## config.mk

```make
export PLATFORM = sky130hd
export DESIGN_NAME = qte_vec_prep
export DESIGN_NICKNAME = d
export VERILOG_FILES = /design/src/design/qte_pkg.sv /design/src/design/qte_vec_prep.sv
export SDC_FILE = /design/constraint.sdc
export NUM_CORES = 1
export LEC_CHECK = 0
export ABC_AREA = 1
export BUFFER_PORTS_ARGS = -buffer_cell sky130_fd_sc_hd__buf_2
export CAP_MARGIN = 30
export CORE_MARGIN = 2
export CORE_UTILIZATION = 30
export CTS_CLUSTER_DIAMETER = 50
export CTS_CLUSTER_SIZE = 40
export DETAILED_ROUTE_END_ITERATION = 10
export PLACE_DENSITY = 0.53
export SLEW_MARGIN = 20
export SYNTH_ARGS = -nofsm -noshare
export SYNTH_HDL_FRONTEND = slang
export SYNTH_SLANG_ARGS = --single-unit
```

## constraint.sdc

```tcl
create_clock -name clk_i -period 7.7 [get_ports clk_i]
set_input_delay 1.54 -clock clk_i [delete_from_list [all_inputs] [get_ports clk_i]]
set_output_delay 1.54 -clock clk_i [all_outputs]
set_load 0.01 [all_outputs]
```

## src/design/qte_pkg.sv

```systemverilog
`default_nettype none
package qte_pkg;

  localparam int CORDIC_STAGES = 16;
  localparam int SQRT_STAGES   = 32;
  localparam int OPW           = 36;   // atan2 operand width
  localparam int XW            = 45;   // CORDIC x/y width
  localparam int ZW            = 28;   // angle width, radians with 24 fraction bits
  localparam int VW            = 64;   // square root datapath width
  localparam int NORM_TOP      = 40;   // normalised magnitude sits in [2^40, 2^41)
  localparam int LAT           = 2 + 2 + SQRT_STAGES + 2 + CORDIC_STAGES + 3;

  localparam logic signed [ZW-1:0] ANG_PI      = 28'sd52707179;
  localparam logic signed [ZW-1:0] ANG_HALF_PI = 28'sd26353589;
  localparam logic signed [23:0]   DEG_K       = 24'sd3754936;

  localparam logic [23:0] ATAN_TAB [24] = '{
    24'd13176795, 24'd7778716, 24'd4110060, 24'd2086331, 24'd1047214, 24'd524117,
    24'd262123,   24'd131069,  24'd65536,   24'd32768,   24'd16384,   24'd8192,
    24'd4096,     24'd2048,    24'd1024,    24'd512,     24'd256,     24'd128,
    24'd64,       24'd32,      24'd16,      24'd8,       24'd4,       24'd2
  };

  typedef struct packed {
    logic signed [XW-1:0] x;
    logic signed [XW-1:0] y;
    logic signed [ZW-1:0] z;
    logic                 zero;
    logic                 off_pos;
    logic                 off_neg;
  } vec_t;

  typedef struct packed {
    logic [VW-1:0] v;
    logic [VW-1:0] r;
  } sqrt_t;

  // Add the half-turn offset, clamp to [-pi, pi], zero vector gives zero.
  function automatic logic signed [ZW-1:0] vec_angle(vec_t s);
    logic signed [ZW-1:0] t;
    t = s.z;
    if (s.off_pos) begin
      t = t + ANG_PI;
    end else if (s.off_neg) begin
      t = t - ANG_PI;
    end
    if (t > ANG_PI) t = ANG_PI;
    if (t < -ANG_PI) t = -ANG_PI;
    if (s.zero) t = '0;
    return t;
  endfunction

endpackage
`default_nettype wire

```

## src/design/qte_vec_prep.sv

```systemverilog
`default_nettype none
module qte_vec_prep (
  input  wire logic                          clk_i,
  input  wire logic                          en_i,
  input  wire logic signed [qte_pkg::OPW-1:0] y_i,
  input  wire logic signed [qte_pkg::OPW-1:0] x_i,
  output qte_pkg::vec_t                      vec_o
);
  import qte_pkg::*;

  logic signed [OPW-1:0] xa, ya, ay;
  logic [OPW-1:0]        m;
  logic                  neg;

  logic signed [OPW-1:0] x1_q, y1_q;
  logic [OPW-1:0]        m1_q;
  logic                  zero1_q, offp1_q, offn1_q;

  logic signed [XW-1:0] xs, ys;
  logic [XW-1:0]        ms;
  vec_t                 vec_d, vec_q;

  // Fold the left half-plane onto the right and take the larger magnitude.
  always_comb begin
    neg = x_i[OPW-1];
    xa  = neg ? -x_i : x_i;
    ya  = neg ? -y_i : y_i;
    ay  = ya[OPW-1] ? -ya : ya;
    m   = (ay > xa) ? ay : xa;
  end

  always_ff @(posedge clk_i) begin
    if (en_i) begin
      x1_q    <= xa;
      y1_q    <= ya;
      m1_q    <= m;
      zero1_q <= (x_i == '0) && (y_i == '0);
      offp1_q <= neg && !y_i[OPW-1];
      offn1_q <= neg && y_i[OPW-1];
    end
  end

  // Normalise so the larger magnitude lands in [2^40, 2^41).
  always_comb begin
    xs = XW'(x1_q);
    ys = XW'(y1_q);
    ms = XW'(m1_q);
    for (int k = 5; k >= 0; k--) begin
      if (ms < (XW'(1) << (NORM_TOP + 1 - (1 << k)))) begin
        ms = ms << (1 << k);
        xs = xs <<< (1 << k);
        ys = ys <<< (1 << k);
      end
    end
    vec_d.x       = xs;
    vec_d.y       = ys;
    vec_d.z       = '0;
    vec_d.zero    = zero1_q;
    vec_d.off_pos = offp1_q;
    vec_d.off_neg = offn1_q;
  end

  always_ff @(posedge clk_i) begin
    if (en_i) vec_q <= vec_d;
  end

  assign vec_o = vec_q;
endmodule
`default_nettype wire

```

==> qor.yml <==
outcome: "finished, final reports clean"
synth_top_family_by_area: "simple AND/OR/NAND/NOR gates"
yosysWarnings: 0
drive_above_1_share: 0.117
dieHeight_um: 238
synth-seq-cells: 204
fmax_ghz: 0.156
gp_congestion: 0.913
synth_edf_count: 204
hold_path.class: "register to register"
cts_tree: "yes"
grt_pass1_wl_um: 81000
synthArstFlopShare: 0
slew_viol_final: 0
yosysSeqAreaShare: 0.374
via_per_inst: 4.92
yosysTopAreaCell: "edfxtp_1"
route.detailed.drc: 0
synth_area_leaders: "edfxtp_1 (37%), nand2_1 (17%), nand3_1 (11%)"
fillers: 5783
syn_area_per_cell_um2: 7.06
fin_ws_ns: 1.27
die_w_um: 238
finClkSkew_ns: 0.0296
hold_depth: 0
max_stage_delay_ns: 0.34
worstPathRequired_ns: 8.00
first_pass_iters: 6
reg2reg_to: "vec_o[63]$_DFFE_PP_"
p_per_area_nw_per_um2: 287
routed.top_layer: "met4"
crit_type: "input pin to register"
reg2reg_setup_slack_ns: 2.01
dr_total_vias: 15500
pre_cts_ws_ns: 0.758
grt_pass1_vias: 14200
dominantRegCellSynth: "edfxtp_1"
postCtsSetupRepairBufs: 0
die-area_um2: 56500
finalSetupTns_ns: 0
fin_crit_sh: 0.835
synthXorXnorAreaFrac: 0.0503
clk_latency_ns: 0.59
ant_nets: 0
dp_hpwl_um: 40400
rsz0062_at_grt: "false"
power_w: 0.00535
coreArea_um2: 53900
cp-start-kind: "input pin"
multi_input_area_um2: 8630
min_to: "vec_o[0]$_DFFE_PP_"
grt-ovfl-total: 0
postCtsResizedCells: 0
synth_compound_area_frac: 0.0871
syn_inst: 2320
fin_nets: 2540
diodes: 0
hold_violations: 0
holdBufCountCts: 0
crit_slowest_cell: "or2_2"
cts_max_level: 1
grt_max_degree: 79
num_rows: 85
cts_sinks: 204
syn_to_final_growth_pct: 13.9
peakVddDrop_mv: 0.177
r2r_start: "m1_q[27]$_DFFE_PP_"
p_leak_nw: 8.73
initial_utilization: 0.304
clockRootBuffer: "clkbuf_16"
routed_wirelength_um: 51500
worst_slew_pin_slew_ns: 0.887
synthMostInstantiatedCell: "nand2_1"
critical_path_arrival_ns: 6.73
post-route-util: 0.346
relSlewSlack: 0.403
register_area_um2: 6130
synth_top_area_frac: 0.374
initialDrtViolationCount: 1129
dr_wl_met3_um: 2850
clkTransAtPathRegs_ns: 0.06
synth.cell_area_um2: 16400
met1Wirelength_um: 24800
grtUsageTotal: 0.180
period_needed_ns: 6.43
end_kind: "register"
cts_inserted_buffers: 31
setup_viol: 0
synthAdderAreaFrac: 0.0298
antenna_found_initial: 0
holdWs_ns: 0.419
synth_common_cells: "nand2_1 (720), nand3_1 (363), inv_1 (214)"
synth_cell_type_count: 46
synthSimpleGateAreaFrac: 0.351
clockBufferDepth: 3
avgRoutedWirePerCell_um: 16.4
portBuffers: 166
rr_worst_depth: 26
cap_violations: 0
hold_path_startpoint: "offn1_q$_DFFE_PP_"
wl_met2_um: 22900
synth.mux.area_fraction: 0
crit_fanout: 39
ioPinCount: 195
-- metal layers --
layer / track usage / up-vias
met5: 0 / -
li1: - / 7815
met1: 0.261 / 7135
met4: 0.0435 / 0
met3: 0.0196 / 53
met2: 0.284 / 466
-- cell type report --
type	instances	share of cell area
clock buffers	34	0.0422
clock inverters	21	0.0141
inverters	224	0.0452
multi-input cells	1771	0.463
flip-flops and latches	204	0.328
well taps	696	0.0467
repair buffers	195	0.0608
-- critical path: cells and delay by family --
family                   cells  cell delay, ns
AND/OR/NAND/NOR             15            2.23
buffers and inverters        5            0.89
XOR/XNOR                     2            0.44
AO/OA/AOI/OAI                6            1.26
adder cells (fa/ha/maj)      1            0.32
-- registers in the layout, summed over array words and instances, names as in the netlist --
signal / cells
offn1_q: 1
zero1_q: 1
y1_q: 36
offp1_q: 1
m1_q: 36
x1_q: 36
vec_o: 93
-- cell usage in the layout, fill, tap and decap left out, types with 8 or more instances in the layout --
cell and count:
conb_1 38, nor3_1 29, o211ai_1 9, ha_1 39
buf_2 165, nor2_1 152, edfxtp_1 204, clkbuf_16 31
o21ai_0 187, inv_8 8, nand3_1 363, inv_1 214
nand4_1 20, nor2_4 9, nor4_1 10, or2_2 10
buf_4 24, nand2_1 720, xnor2_1 26, xor2_1 68
o31ai_1 11, a21oi_1 40
-- logic make-up after synthesis --
| kind of cell | count (synthesis) |
|---|---|
| compound gates | 264 |
| other cells | 1 |
| flops | 204 |
| buf+inv | 382 |
| simple gates | 1336 |
| xor+xnor | 94 |
| fa+ha+maj | 39 |
-- report_power, final --
part | switching [W] | internal [W] | leakage, nW
clock | 0.000594 | 0.000837 | 0.511
sequential | 0.000104 | 0.00163 | 1.99
combinational | 0.00147 | 0.000716 | 6.23
total | 0.00217 | 0.00318 | 8.73
-- worst max path at each step --
stage,startpoint,endpoint,cells past startpoint
3_3_place_gp,y_i[3],m1_q[19]$_DFFE_PP_,29
5_1_grt,y_i[0],m1_q[19]$_DFFE_PP_,29
4_1_cts,y_i[3],m1_q[19]$_DFFE_PP_,29
6_report,y_i[3],m1_q[19]$_DFFE_PP_,29
2_1_floorplan,y_i[0],m1_q[32]$_DFFE_PP_,32
3_5_place_dp,y_i[3],m1_q[19]$_DFFE_PP_,29
-- per-stage QoR --
stage          cells  area, µm²
6_report        3145      18700
5_1_grt         3145      18700
4_1_cts         3143      18600
3_5_place_dp    3088      17600
3_3_place_gp    3087      17500
2_1_floorplan   2357      16500
Power figures use the tool's default switching activity.
